File: src/mssd_pkg.sv
package mssd_pkg;

   localparam int ValueWidth = 16;
   localparam int CodeWidth = 4;
   localparam int MagWidth = 10;
   localparam int SegWidth = 7;
   localparam int DigitPinWidth = 3;

   localparam logic [ValueWidth-1:0] SENTINEL_VALUE = 16'd12345;
   localparam logic [MagWidth-1:0] MAX_MAGNITUDE = 10'd999;
   localparam logic [CodeWidth-1:0] DASH_CODE = 4'd10;

   // active-low digit enables
   localparam logic [DigitPinWidth-1:0] DIGIT_UNITS_ON = 3'b110;
   localparam logic [DigitPinWidth-1:0] DIGIT_TENS_ON = 3'b101;
   localparam logic [DigitPinWidth-1:0] DIGIT_HUNDREDS_ON = 3'b011;
   localparam logic [DigitPinWidth-1:0] DIGIT_ALL_OFF = 3'b111;

   localparam logic [SegWidth-1:0] SEG_ZERO = 7'h3F;
   localparam logic [SegWidth-1:0] SEG_DASH = 7'h40;

   typedef struct packed {
      logic negative;
      logic [CodeWidth-1:0] hundreds;
      logic [CodeWidth-1:0] tens;
      logic [CodeWidth-1:0] units;
   } digit_type;

   function automatic logic [SegWidth-1:0] seg_pattern(input logic [CodeWidth-1:0] code);
      logic [SegWidth-1:0] pattern;
      case (code)
         4'd0: pattern = SEG_ZERO;
         4'd1: pattern = 7'h06;
         4'd2: pattern = 7'h5B;
         4'd3: pattern = 7'h4F;
         4'd4: pattern = 7'h66;
         4'd5: pattern = 7'h6D;
         4'd6: pattern = 7'h7D;
         4'd7: pattern = 7'h07;
         4'd8: pattern = 7'h7F;
         4'd9: pattern = 7'h6F;
         default: pattern = SEG_DASH;
      endcase
      return pattern;
   endfunction

endpackage

File: src/mux_seven_segment_display.sv
// three-digit multiplexed seven-segment display driver
// each transfer on the req_ channel is one refresh tick carrying a signed
// value and the run_mode and show_temp flags; each tick gives exactly one
// transfer on the rsp_ channel with the segment pattern, the active-low digit
// enables and the decimal point of the digit scanned on that tick
// digits scan hundreds, tens, units and repeat; a zero hundreds digit is
// blanked, 12345 shows dashes, magnitudes above 999 show as 999
// on the tens digit in run mode with temperature display a negative value
// blinks the point, toggling every BLINK_SCANS such scans
// a req_ transfer passes through an input register then a result register,
// with the digit split and segment decode between
// throughput is one tick per cycle while rsp_stall is low; a new tick is
// taken while a result waits in the result register, and req_stall rises
// only when both registers are full and rsp_stall is high
// a synchronous reset empties both registers, restarts the scan at the
// hundreds digit and clears the blink counter and phase
module mux_seven_segment_display
   import mssd_pkg::*;
#(
   parameter int BLINK_SCANS = 20
) (
   input  logic                        clock,
   input  logic                        reset,
   input  logic                        req_valid,
   output logic                        req_stall,
   input  logic signed [ValueWidth-1:0] req_value,
   input  logic                        req_run_mode,
   input  logic                        req_show_temp,
   output logic                        rsp_valid,
   input  logic                        rsp_stall,
   output logic [SegWidth-1:0]         rsp_segment_pins,
   output logic [DigitPinWidth-1:0]    rsp_digit_pins,
   output logic                        rsp_point_pin
);

   localparam int CountWidth = $clog2(BLINK_SCANS + 1);
   localparam logic [CountWidth-1:0] CountLast = CountWidth'(BLINK_SCANS);

   typedef enum logic [1:0] {
      SCAN_UNITS    = 2'd0,
      SCAN_TENS     = 2'd1,
      SCAN_HUNDREDS = 2'd2
   } scan_type;

   logic                         in_valid_ff, in_valid_in;
   logic signed [ValueWidth-1:0] in_value_ff;
   logic                         in_run_ff;
   logic                         in_temp_ff;
   logic                         rsp_valid_ff, rsp_valid_in;
   logic [SegWidth-1:0]          seg_ff, seg_in;
   logic [DigitPinWidth-1:0]     dig_ff, dig_in;
   logic                         point_ff, point_in;
   scan_type                     scan_ff, scan_in;
   logic [CountWidth-1:0]        count_ff, count_in;
   logic                         phase_ff, phase_in;
   logic [CountWidth-1:0]        count_next;
   logic                         req_take;
   logic                         advance;
   digit_type                    digits;

   mssd_digit_split u_split (
      .value  (in_value_ff),
      .digits (digits)
   );

   assign advance = in_valid_ff && (!rsp_valid_ff || !rsp_stall);
   assign req_stall = in_valid_ff && !advance;
   assign req_take = req_valid && !req_stall;
   assign count_next = count_ff + 1'b1;

   always_comb begin
      in_valid_in = in_valid_ff;
      if (req_take) begin
         in_valid_in = 1'b1;
      end else if (advance) begin
         in_valid_in = 1'b0;
      end
      rsp_valid_in = rsp_valid_ff;
      if (advance) begin
         rsp_valid_in = 1'b1;
      end else if (!rsp_stall) begin
         rsp_valid_in = 1'b0;
      end
   end

   always_comb begin
      scan_in = scan_ff;
      count_in = count_ff;
      phase_in = phase_ff;
      seg_in = seg_ff;
      dig_in = dig_ff;
      point_in = point_ff;
      if (advance) begin
         unique case (scan_ff)
            SCAN_TENS: begin
               dig_in = DIGIT_TENS_ON;
               seg_in = seg_pattern(digits.tens);
               point_in = 1'b0;
               if (in_run_ff && in_temp_ff) begin
                  if (digits.negative) begin
                     // minus sign blink
                     if (count_next == CountLast) begin
                        count_in = '0;
                        phase_in = !phase_ff;
                     end else begin
                        count_in = count_next;
                     end
                     point_in = !phase_in;
                  end else begin
                     point_in = 1'b1;
                  end
               end
               scan_in = SCAN_UNITS;
            end
            SCAN_UNITS: begin
               dig_in = DIGIT_UNITS_ON;
               seg_in = seg_pattern(digits.units);
               point_in = 1'b0;
               scan_in = SCAN_HUNDREDS;
            end
            default: begin
               dig_in = (digits.hundreds == '0) ? DIGIT_ALL_OFF : DIGIT_HUNDREDS_ON;
               seg_in = seg_pattern(digits.hundreds);
               point_in = 1'b0;
               scan_in = SCAN_TENS;
            end
         endcase
      end
   end

   always_ff @(posedge clock) begin
      if (reset) begin
         in_valid_ff <= 1'b0;
         rsp_valid_ff <= 1'b0;
         scan_ff <= SCAN_HUNDREDS;
         count_ff <= '0;
         phase_ff <= 1'b0;
      end else begin
         in_valid_ff <= in_valid_in;
         rsp_valid_ff <= rsp_valid_in;
         scan_ff <= scan_in;
         count_ff <= count_in;
         phase_ff <= phase_in;
      end
   end

   always_ff @(posedge clock) begin
      if (req_take) begin
         in_value_ff <= req_value;
         in_run_ff <= req_run_mode;
         in_temp_ff <= req_show_temp;
      end
      seg_ff <= seg_in;
      dig_ff <= dig_in;
      point_ff <= point_in;
   end

   assign rsp_valid = rsp_valid_ff;
   assign rsp_segment_pins = seg_ff;
   assign rsp_digit_pins = dig_ff;
   assign rsp_point_pin = point_ff;

   a_reset_scan: assert property (@(posedge clock) reset |=> scan_ff == SCAN_HUNDREDS)
      else $error("scan does not restart at hundreds after reset");

   a_scan_order: assert property (@(posedge clock) disable iff (reset)
      advance && scan_ff == SCAN_TENS |=> scan_ff == SCAN_UNITS)
      else $error("tens scan not followed by units");

   a_point_tens: assert property (@(posedge clock) disable iff (reset)
      rsp_valid_ff && point_ff |-> dig_ff == DIGIT_TENS_ON)
      else $error("point lit outside tens digit");

   a_blank_zero: assert property (@(posedge clock) disable iff (reset)
      rsp_valid_ff && dig_ff == DIGIT_ALL_OFF |-> seg_ff == SEG_ZERO)
      else $error("blanked digit not a zero hundreds");

   a_count_range: assert property (@(posedge clock) disable iff (reset)
      count_ff < CountLast)
      else $error("blink counter out of range");

endmodule

File: src/mssd_digit_split.sv
module mssd_digit_split
   import mssd_pkg::*;
(
   input  logic signed [ValueWidth-1:0] value,
   output digit_type                    digits
);

   logic [ValueWidth-1:0] raw;
   logic                  negative;
   logic [ValueWidth-1:0] mag_full;
   logic [MagWidth-1:0]   mag;
   logic [15:0]           hund_prod;
   logic [CodeWidth-1:0]  hundreds;
   logic [MagWidth-1:0]   rem_wide;
   logic [6:0]            rem;
   logic [14:0]           tens_prod;
   logic [CodeWidth-1:0]  tens;
   logic [6:0]            units_wide;

   assign raw = value;
   assign negative = raw[ValueWidth-1];
   assign mag_full = negative ? (~raw + 16'd1) : raw;
   assign mag = (mag_full > 16'(MAX_MAGNITUDE)) ? MAX_MAGNITUDE : mag_full[MagWidth-1:0];

   // divide by 100 and by 10 through reciprocal multiplies, exact below 1000
   assign hund_prod = 16'(mag) * 16'd41;
   assign hundreds = hund_prod[15:12];
   assign rem_wide = mag - (10'(hundreds) * 10'd100);
   assign rem = rem_wide[6:0];
   assign tens_prod = 15'(rem) * 15'd205;
   assign tens = tens_prod[14:11];
   assign units_wide = rem - (7'(tens) * 7'd10);

   always_comb begin
      digits.negative = negative;
      if (raw == SENTINEL_VALUE) begin
         digits.hundreds = DASH_CODE;
         digits.tens = DASH_CODE;
         digits.units = DASH_CODE;
      end else begin
         digits.hundreds = hundreds;
         digits.tens = tens;
         digits.units = units_wide[CodeWidth-1:0];
      end
   end

endmodule
File: config.mk
export PLATFORM = sky130hd
export DESIGN_NAME = mux_seven_segment_display
export DESIGN_NICKNAME = d
export VERILOG_FILES = /design/src/mssd_pkg.sv /design/src/mux_seven_segment_display.sv /design/src/mssd_digit_split.sv
export SDC_FILE = /design/constraint.sdc
export NUM_CORES = 1
export LEC_CHECK = 0
export ABC_AREA = 0
export BUFFER_PORTS_ARGS = -buffer_cell sky130_fd_sc_hd__clkbuf_2
export CAP_MARGIN = 20
export CORE_UTILIZATION = 60
export DETAILED_ROUTE_END_ITERATION = 8
export GPL_TIMING_DRIVEN = 1
export HOLD_SLACK_MARGIN = 0.06
export PLACE_DENSITY = 0.85
export SLEW_MARGIN = 20
export SYNTH_ARGS = -nofsm -noshare
export SYNTH_HDL_FRONTEND = slang
export SYNTH_SLANG_ARGS = --single-unit
File: constraint.sdc
create_clock -name clock -period 22.2 [get_ports clock]
set_input_delay 2.22 -clock clock [delete_from_list [all_inputs] [get_ports clock]]
set_output_delay 2.22 -clock clock [all_outputs]
set_load 0.005 [all_outputs]
# --- Word-level counts from Yosys, hierarchy flattened ---
# Memories as Yosys holds them, arrays and structs flattened.
# Cells that the tools add are included.
word_totals:
  ff_bits: 39
  ramBits: 0
  wordCells: 62
  latch_bits: 0
  out_inout_bits: 13
  n_memories: 3
  romBits: 336
mem_list:
  columns: ["name", "depth", "width", "rd", "rd_clocked_by_memory_dff", "write_ports", "line", "rtl"]
  rows:
  - ["(no name shown)", 16, 7, 1, 0, 0, "mssd_pkg.sv:31", "case (code)"]
  - ["(no name shown)", 16, 7, 1, 0, 0, "mssd_pkg.sv:31", null]
  - ["(no name shown)", 16, 7, 1, 0, 0, "mssd_pkg.sv:31", null]
classes:
  n_bitwise: 1
  magnitude_cmp: 1
  multipliers: 4
  shifts: 0
  n_mux: 18
  div: 0
  n_eq_ne: 4
  reduce_logical: 16
  add_sub_neg: 4
ops:
  columns: ["cell", "n"]
  rows:
  - ["16-bit by 1-bit adder with 16-bit output, second input constant", 1]
  - ["16-bit by 14-bit equality test with 1-bit output, second input constant", 1]
  - ["16-bit by 10-bit greater-than comparator with 1-bit output, second input constant", 1]
  - ["10-bit by 6-bit multiplier with 16-bit output, second input constant", 1]
  - ["16-bit two-way mux", 1]
  - ["16-bit NOT", 1]
  - ["7-bit by 8-bit multiplier with 15-bit output, second input constant", 1]
  - ["7-bit case mux with 2 select lines", 1]
  - ["12-bit two-way mux", 1]
  - ["1-bit two-way mux", 10]
  - ["10-bit two-way mux", 1]
  - ["7-bit subtractor", 1]
  - ["1-bit logical NOT", 6]
  - ["3-bit case mux with 2 select lines", 1]
  - ["5-bit by 1-bit adder with 5-bit output, second input constant", 1]
  - ["5-bit equality test, second input constant", 1]
  - ["4-bit by 5-bit multiplier with 5-bit output, second input constant", 1]
  - ["5-bit two-way mux", 1]
  - ["1-bit logical AND", 4]
  - ["4-bit logical NOT", 1]
  - ["4-bit by 3-bit multiplier with 3-bit output, second input constant", 1]
  - ["2-bit case mux with 2 select lines", 1]
  - ["4-bit AND reduction", 1]
  - ["4-bit subtractor", 1]
  - ["7 further kinds", 7]

# --- Logic depth before layout (Yosys ltp) ---
# Gate-level depths: netlist of run 1.
depth:
  word_depth: 15
  ltp_mapped: 54

# --- Cells and area by module ---
# Synthesis of run 1 repeated with hierarchy kept, for this count alone.
unflattened:
  cells_unflattened: 514
  area_unflattened_um2: 4673.2
by_module_without_submodules:
  columns: ["mod", "n_inst", "cells_per_inst", "area_each_um2", "seq_area_each_um2"]
  rows:
  - ["mssd_digit_split", 1, 336, 2678.8, 0.0]
  - ["mux_seven_segment_display", 1, 178, 1994.4, 1071.0]

# --- Worst setup path before layout of run 1 ---
# No wires, ideal clock.
synth_path:
  path_type: "flip-flop to flip-flop"
  start: "register in_value_ff[0]"
  end: "register seg_ff[0], in the netlist rsp_segment_pins[0] (data pin)"
  t_required_ps: 21932
  t_arrival_ps: 10966
  setup_slack_ps: 10967
  path_stages_with_launch: 52
  setup_ps: 268
  n_path_buf: 1
  cell_sequence: "edfxtp_1 inv_1 ha_1 or3b_1 or2_1 clkbuf_1 o311a_1 or3_1 nor2_1 nand2_1 a211o_1 ha_1 inv_1 fa_1 inv_1 ha_1 ha_1 nand4_1 [16 not listed] inv_1 fa_1 inv_1 ha_1 a21oi_1 nor2_1 o21a_1 o21ai_0 nand2_1 a311oi_4 ha_1 inv_1 fa_1 xnor2_1 xnor3_1 xnor2_2 nand4bb_1 nand4b_1"
synth_between:
  elab_chain_len: 14
synth_rtl:
  columns: ["element", "line", "rtl"]
  rows:
  - ["start, declared", "mux_seven_segment_display.sv:46", "logic signed [ValueWidth-1:0] in_value_ff;"]
  - ["start signal, assigned", "mux_seven_segment_display.sv:149", "in_value_ff <= req_value;"]
  - ["16-bit NOT", "mssd_digit_split.sv:22", "assign mag_full = negative ? (~raw + 16'd1) : raw;"]
  - ["16-bit by 1-bit adder with 16-bit output", "mssd_digit_split.sv:22", null]
  - ["16-bit two-way mux", "mssd_digit_split.sv:22", null]
  - ["16-bit by 10-bit greater-than comparator with 1-bit output", "mssd_digit_split.sv:23", "assign mag = (mag_full > 16'(MAX_MAGNITUDE)) ? MAX_MAGNITUDE : mag_full[MagWidth-1:0];"]
  - ["10-bit two-way mux", "mssd_digit_split.sv:23", null]
  - ["10-bit by 6-bit multiplier with 16-bit output", "mssd_digit_split.sv:26", "assign hund_prod = 16'(mag) * 16'd41;"]
  - ["4-bit by 5-bit multiplier with 5-bit output", "mssd_digit_split.sv:28", "assign rem_wide = mag - (10'(hundreds) * 10'd100);"]
  - ["7-bit subtractor", "mssd_digit_split.sv:28", null]
  - ["7-bit by 8-bit multiplier with 15-bit output", "mssd_digit_split.sv:30", "assign tens_prod = 15'(rem) * 15'd205;"]
  - ["4-bit by 3-bit multiplier with 3-bit output", "mssd_digit_split.sv:32", "assign units_wide = rem - (7'(tens) * 7'd10);"]
  - ["4-bit subtractor", "mssd_digit_split.sv:32", null]
  - ["12-bit two-way mux *", "mssd_digit_split.sv:36", "if (raw == SENTINEL_VALUE) begin"]
  - ["memory 16 x 7 bit", null, null]
  - ["7-bit case mux with 2 select lines *", "mux_seven_segment_display.sv:94", "unique case (scan_ff)"]
  - ["end signal, assigned", "mux_seven_segment_display.sv:153", "seg_ff <= seg_in;"]
  - ["end, declared", "mux_seven_segment_display.sv:50", "logic [SegWidth-1:0] seg_ff, seg_in;"]
# Every way passes the cells marked *; elsewhere a longest branch is shown, timed or not.
# A chain may end at the register's enable or synchronous reset.

# --- Final worst setup path of run 1 ---
# Same ends and word-level chain as after synthesis.

==> results of run 1 <==
cells by family after synthesis:
family,after synthesis,synth area share
xor+xnor,28,0.0559
buf+inv,75,0.0596
compound gates,93,0.140
fa+ha+maj,104,0.293
simple gates,179,0.193
mux,15,0.0336
flops,39,0.225
layout make-up:
class | instances | area share
multi-input cells | 419 | 0.668
repair buffers | 36 | 0.0363
well taps | 102 | 0.0250
inverters | 61 | 0.0448
clock inverters | 1 | 0.000980
flip-flops and latches | 39 | 0.210
clock buffers | 7 | 0.0149
cell usage after synthesis, types with 9 or more instances:
master,count
sky130_fd_sc_hd__ha_1,91
sky130_fd_sc_hd__o21ai_0,11
sky130_fd_sc_hd__or3_1,10
sky130_fd_sc_hd__nor2_1,39
sky130_fd_sc_hd__mux2i_1,12
sky130_fd_sc_hd__a21oi_1,21
sky130_fd_sc_hd__nor3_1,15
sky130_fd_sc_hd__xnor2_1,15
sky130_fd_sc_hd__o31ai_1,9
sky130_fd_sc_hd__xor2_1,11
sky130_fd_sc_hd__dfxtp_1,10
sky130_fd_sc_hd__nand2_1,36
sky130_fd_sc_hd__edfxtp_1,29
sky130_fd_sc_hd__inv_1,60
sky130_fd_sc_hd__clkbuf_1,12
sky130_fd_sc_hd__fa_1,13
sky130_fd_sc_hd__nand3_1,23
layout by cell type (no fill, tap or decap), types with 7 or more instances in the layout:
cell type	count
sky130_fd_sc_hd__xor2_1	11
sky130_fd_sc_hd__and2_1	7
sky130_fd_sc_hd__nor3_1	15
sky130_fd_sc_hd__o21ai_0	11
sky130_fd_sc_hd__mux2i_1	12
sky130_fd_sc_hd__nand4_1	8
sky130_fd_sc_hd__fa_1	13
sky130_fd_sc_hd__dfxtp_1	10
sky130_fd_sc_hd__edfxtp_1	29
sky130_fd_sc_hd__inv_1	60
sky130_fd_sc_hd__ha_1	91
sky130_fd_sc_hd__nor2_1	39
sky130_fd_sc_hd__o31ai_1	9
sky130_fd_sc_hd__nand3_1	23
sky130_fd_sc_hd__or3_1	10
sky130_fd_sc_hd__clkbuf_2	34
sky130_fd_sc_hd__nand2_1	36
sky130_fd_sc_hd__or2_2	7
sky130_fd_sc_hd__xnor2_1	15
sky130_fd_sc_hd__a21oi_1	21
flip-flops by register name, summed over array words and instances (netlist names), 2 cells and up:
signal            count
in_value_ff          16
rsp_segment_pins      7
count_ff              5
rsp_digit_pins        3
scan_ff               2
final timing paths:
check | start | endpoint | slack [ns]
setup reg to reg | in_value_ff[0] | rsp_segment_pins[0] | 9.49
hold reg to reg | in_valid_ff | rsp_valid | 0.49
hold / removal | in_valid_ff | rsp_valid | 0.49
setup / recovery | in_value_ff[0] | rsp_segment_pins[0] | 9.49
through the flow:
stage	utilization	std cells	hold slack [ns]	area, um^2
2_1_floorplan	-	533	0.445	4770
3_3_place_gp	0.654	657	0.453	5030
4_1_cts	0.664	665	0.496	5110
5_1_grt	0.664	665	0.551	5110
6_report	0.664	665	0.490	5110
3_5_place_dp	0.654	657	0.480	5030
worst register-to-register path: cells and delay by family, from the launching register on:
family / cells / cell delay (ns)
adder cells (fa/ha/maj): 14 / 4.70
AND/OR/NAND/NOR: 13 / 2.94
AO/OA/AOI/OAI: 9 / 2.52
XOR/XNOR: 5 / 1.39
flip-flops: 1 / 0.48
buffers and inverters: 6 / 0.44
layer usage:
| layer | global-route usage | vias to the layer above | part of all wire |
|---|---|---|---|
| li1 | - | 1966 | - |
| met1 | 0.315 | 1830 | 0.44 |
| met2 | 0.449 | 115 | 0.49 |
| met3 | 0.0293 | 23 | 0.047 |
| met4 | 0.0939 | 0 | 0.022 |
| met5 | 0 | - | 0 |
==> qor.tcl, run 1 <==
set qor(first_global_vias) 3872
set qor(setup_viol) 0
set qor(reg2reg_depth) 47
set qor(syn-cell-area_um2) 4770
set qor(max_slew_violation_count) 0
set qor(layout-drive-gt1-share) 0.107
set qor(cts_inserted_buffers) 5
set qor(route.final.wire_length_mm) 10.1
set qor(synth-async-reset-ratio) 0
set qor(firstDrtPassIters) 5
set qor(hold-path-cell-count) 2
set qor(post-synth-top-area-cell) {sky130_fd_sc_hd__ha_1}
set qor(max_cap_violations) 0
set qor(synth_warnings) 0
set qor(cts-htree-levels) 2
set qor(grt_max_degree) 27
set qor(syn-num-nets) 659
set qor(post_cts.resized_instances) 0
set qor(post-route-worst-setup-slack_ns) 9.49
set qor(cts_hold_fix_bufs) 0
set qor(critical_path.max_stage_delay_ns) 0.51
set qor(design.core.area_um2) 7690
set qor(number_of_buffer_cells_added_on_primary_ports) 34
set qor(portion_of_synthesized_cell_area_occupied_by_the_leading_cell_type) 0.239
set qor(place_worst_setup_slack_ns) 9.55
set qor(routedWlPerCell_um) 15.2
set qor(area_delta_synth_final_pct) 7.11
set qor(detail_route.iter0.violations) 233
set qor(outcome) {complete, no violations}
set qor(pin_count) 35
set qor(syn_area_per_cell_um2) 8.95
set qor(critical_path_required_ns) 22.24
set qor(antenna_found_initial) 0
set qor(path_depth) 47
set qor(grt_setup_unrepaired) {no}
set qor(timing.critical_path.mode_cell) {sky130_fd_sc_hd__ha_1}
set qor(critPathLaunchType) {register}
set qor(tightest_slew_ns) 0.829
set qor(finalCritPeriodShare) 0.573
set qor(rows) 32
set qor(tritoncts) {yes}
set qor(netlist-cell-type-count) 67
set qor(syn_inst) 533
set qor(cp.buffers_inverters) 6
set qor(final_net_count) 688
set qor(critical_path.top_delay_family) {adder cells}
set qor(final_hold_viol_count) 0
set qor(timing_worst_setup_path_type) {reg -> reg}
set qor(crit_arrival_ns) 12.76
set qor(postCtsSetupRepairBufs) 0
set qor(finalSetupTns_ns) 0
set qor(yosysSeqAreaShare) 0.225
set qor(critical_path_top_delay_cell) {sky130_fd_sc_hd__nor2_1}
set qor(multi_input_area_um2) 3410
set qor(drtAntennaViolNets) 0
set qor(gpl_congestion) 0.974
set qor(global_route.usage.total) 0.253
set qor(first_pass_grt_wire_length_mm) 17.0
set qor(routed-via-count) 3934
set qor(regArea_um2) 1070
set qor(insertion_delay_ns) 0.29
set qor(fp.dieArea_um2) 8310
set qor(initial_utilization) 0.620
set qor(cp-end-kind) {register}
set qor(clkSinkCount) 39
set qor(yosys_most_used_dff) {sky130_fd_sc_hd__edfxtp_1}
set qor(cts-root-buf) {sky130_fd_sc_hd__clkbuf_8}
set qor(period_minus_slack_ns) 12.71
set qor(detail_route.vias_per_cell) 5.92
set qor(synthTopCellsByArea) {sky130_fd_sc_hd__ha_1 (24%), sky130_fd_sc_hd__edfxtp_1 (18%), sky130_fd_sc_hd__fa_1 (5.5%)}
set qor(globalRoute.totalOverflow) 0
set qor(diodes) 0
set qor(detailedPlacementHpwl_mm) 8.32
set qor(timing.critical_path.fanout_max) 11
set qor(max_clock_freq_mhz) 78.7
set qor(synth-seq-cells) 39
set qor(floorplan.die.height_um) 91.1
set qor(timing.max_slew.rel_slack) 0.431
set qor(cts_buffer_depth) 2
set qor(cts.clk_slew.worst_paths_ns) 0.08
set qor(synth_enable_flop_cells) 29
set qor(hold_class) {reg -> reg}
set qor(timing.clock.skew_ns) 0.0114
set qor(die_w_um) 91.1
set qor(nFillCells) 645
set qor(drc_errors) 0
Power of run 1 is left out: the tool's default activity adds up to more than one toggle a clock period on the data nets, which glitch-free logic cannot reach.
==> run 2, diff against run 1 <==
==> constraint.sdc (replaced) <==
create_clock -name clock -period 11.8 [get_ports clock]
set_input_delay 1.18 -clock clock [delete_from_list [all_inputs] [get_ports clock]]
set_output_delay 1.18 -clock clock [all_outputs]
set_load 0.005 [all_outputs]
==> run 2 against run 1 <==
Against the previous run: clock skew shrank 0.0018 ns; critical path depth grew 3; routed wire length grew 9.6%; clock-buffer cell count shrank 1; final area grew 6.0%; global-route usage grew 1.8 points; cell count grew 2.4%; via count grew 4.4%; non-clock buffer count grew 16; core utilization grew 4.0 points.
==> qor.tcl, run 2 (same netlist as run 1, synthesis figures left out) <==
set qor(clkSinkCount) 39 ;# unchanged
set qor(cts_buffer_depth) 2 ;# unchanged
set qor(layout-drive-gt1-share) 0.176 ;# +0.0696
set qor(drtAntennaViolNets) 0 ;# unchanged
set qor(globalRoute.totalOverflow) 0 ;# unchanged
set qor(r2r_start) {in_value_ff[1]}
set qor(cts.clk_slew.worst_paths_ns) 0.08 ;# about the same
set qor(outcome) {complete, no violations}
set qor(final_net_count) 704 ;# +2.3%
set qor(floorplan.die.height_um) 91.1 ;# unchanged
set qor(setup_viol) 0 ;# unchanged
set qor(critical_path_top_delay_cell) {sky130_fd_sc_hd__fa_1}
set qor(hold_path_startpoint) {in_valid_ff}
set qor(global_route.usage.total) 0.271 ;# +0.0178
set qor(largest_register_ff_count) 16 ;# unchanged
set qor(critPathLaunchType) {register}
set qor(max_clock_freq_mhz) 87.0 ;# +11%
set qor(detail_route.iter0.violations) 254 ;# +9.0%
set qor(place_worst_setup_slack_ns) -0.204 ;# -9.76 ns
set qor(drc_errors) 0 ;# unchanged
set qor(post-route-worst-setup-slack_ns) 0.304 ;# -9.18 ns
set qor(fp.dieArea_um2) 8310 ;# unchanged
set qor(grt.met2_usage) 0.483 ;# +0.0335
set qor(grt.busiest_layer) {met2}
set qor(pin_count) 35 ;# unchanged
set qor(worstSetupStartpoint) {in_value_ff[1]}
set qor(largest_register) {in_value_ff}
set qor(insertion_delay_ns) 0.29 ;# about the same
set qor(cts_inserted_buffers) 5 ;# unchanged
set qor(hold_class) {reg -> reg}
set qor(critical_path_required_ns) 11.83 ;# -10.41 ns
set qor(regArea_um2) 1070 ;# unchanged
set qor(detailedPlacementHpwl_mm) 8.57 ;# +3.0%
set qor(timing.clock.skew_ns) 0.00962 ;# -0.00182 ns
set qor(grt_use_met3) 0.0285 ;# -0.000838
set qor(cp-end-kind) {register}
set qor(cts-htree-levels) 2 ;# unchanged
set qor(finalCritPeriodShare) 0.974 ;# +0.401
set qor(grt_max_degree) 19 ;# -30%
set qor(timing.critical_path.fanout_max) 7 ;# -4
set qor(die_w_um) 91.1 ;# unchanged
set qor(gpl_congestion) 0.970 ;# -0.42%
set qor(crit_arrival_ns) 11.53 ;# -1.23 ns
set qor(detail_route.vias_per_cell) 6.03 ;# +2.0%
set qor(final_hold_viol_count) 0 ;# unchanged
set qor(r2r_setup_slk_ns) 0.30 ;# -9.18 ns
set qor(cts-root-buf) {sky130_fd_sc_hd__clkbuf_8}
set qor(timing.critical_path.mode_cell) {sky130_fd_sc_hd__ha_1}
set qor(route.final.wire_length_mm) 11.1 ;# +9.6%
set qor(max_slew_violation_count) 0 ;# unchanged
set qor(final_util) 0.704 ;# +0.0396
set qor(area_delta_synth_final_pct) 13.5
set qor(cp.buffers_inverters) 8 ;# +2
set qor(routed-via-count) 4109 ;# +4.4%
set qor(period_minus_slack_ns) 11.50 ;# -1.22 ns
set qor(rows) 32 ;# unchanged
set qor(diodes) 0 ;# unchanged
set qor(max_cap_violations) 0 ;# unchanged
set qor(final_common_cell) {sky130_fd_sc_hd__ha_1}
set qor(initial_utilization) 0.620 ;# unchanged
set qor(firstDrtPassIters) 7 ;# +2
set qor(multi_input_area_um2) 3560 ;# +4.3%
set qor(antenna_found_initial) 0 ;# unchanged
set qor(design.core.area_um2) 7690 ;# unchanged
set qor(timing.max_slew.rel_slack) 0.427 ;# -0.00408
set qor(nFillCells) 567 ;# -12%
set qor(timing_worst_setup_path_type) {reg -> reg}
set qor(tightest_slew_ns) 0.835 ;# +0.00595 ns
set qor(first_global_vias) 4079 ;# +5.3%
set qor(critical_path.max_stage_delay_ns) 0.52 ;# about the same
set qor(layout_common_cells) {sky130_fd_sc_hd__ha_1 (89), sky130_fd_sc_hd__inv_1 (59), sky130_fd_sc_hd__nor2_1 (37), sky130_fd_sc_hd__nand2_1 (35), sky130_fd_sc_hd__clkbuf_2 (34)}
set qor(tritoncts) {yes}
set qor(grt.met1_usage) 0.345 ;# +0.0299
set qor(critical_path.top_delay_family) {adder cells}
set qor(number_of_buffer_cells_added_on_primary_ports) 34 ;# unchanged
set qor(routedWlPerCell_um) 16.3 ;# +7.0%
set qor(first_pass_grt_wire_length_mm) 18.4 ;# +8.2%
-- run 2: per-stage QoR --
| step | std cells | instance area, um^2 | hold slack [ns] | TNS, ns |
|---|---|---|---|---|
| after global routing | 681 | 5410 | 0.574 | -0.694 |
| after global placement | 669 | 5120 | 0.460 | 0 |
| final | 681 | 5410 | 0.527 | 0 |
| after CTS | 680 | 5270 | 0.529 | 0 |
| after detailed placement | 669 | 5120 | 0.485 | -1.14 |
| after floorplan | 533 | 4770 | 0.445 | 0 |
-- run 2: final cells by class --
cell class / instances / area share
multi-input combinational: 419 / 0.658
sequential: 39 / 0.198
timing repair buffer: 52 / 0.0564
inverter: 61 / 0.0423
tap: 102 / 0.0236
clock buffer: 6 / 0.0153
clock inverter: 2 / 0.00647
-- run 2: worst paths after layout --
path / endpoint / cells after the start
min: rsp_valid / 2
min reg2reg: rsp_valid / 2
max reg2reg: rsp_segment_pins[4] / 50
max: rsp_segment_pins[4] / 50
-- run 2: what timing repair did --
| action | 4_1_cts | 5_1_grt |
|---|---|---|
| setup buffers | 3 | 1 |
| endpoints found under the setup margin | 7 | 7 |
| pin swaps | 4 | 8 |
| hold buffers | 0 | 0 |
| resized for setup | 3 | 27 |
-- run 2: worst reg2reg max path, delay by kind of cell, from the launching register on --
kind,cells,cell delay (ns)
adder cells (fa/ha/maj),13,4.48
AO/OA/AOI/OAI,11,2.31
AND/OR/NAND/NOR,11,1.94
XOR/XNOR,5,1.02
buffers and inverters,8,0.59
multiplexers,2,0.50
flip-flops,1,0.45
-- run 2: routing by layer --
layer	up-vias	share of wire
met5	-	0
met4	0	0.012
met3	14	0.051
met2	155	0.50
met1	1947	0.43
li1	1993	-
Power of run 2 is left out for the same reason.
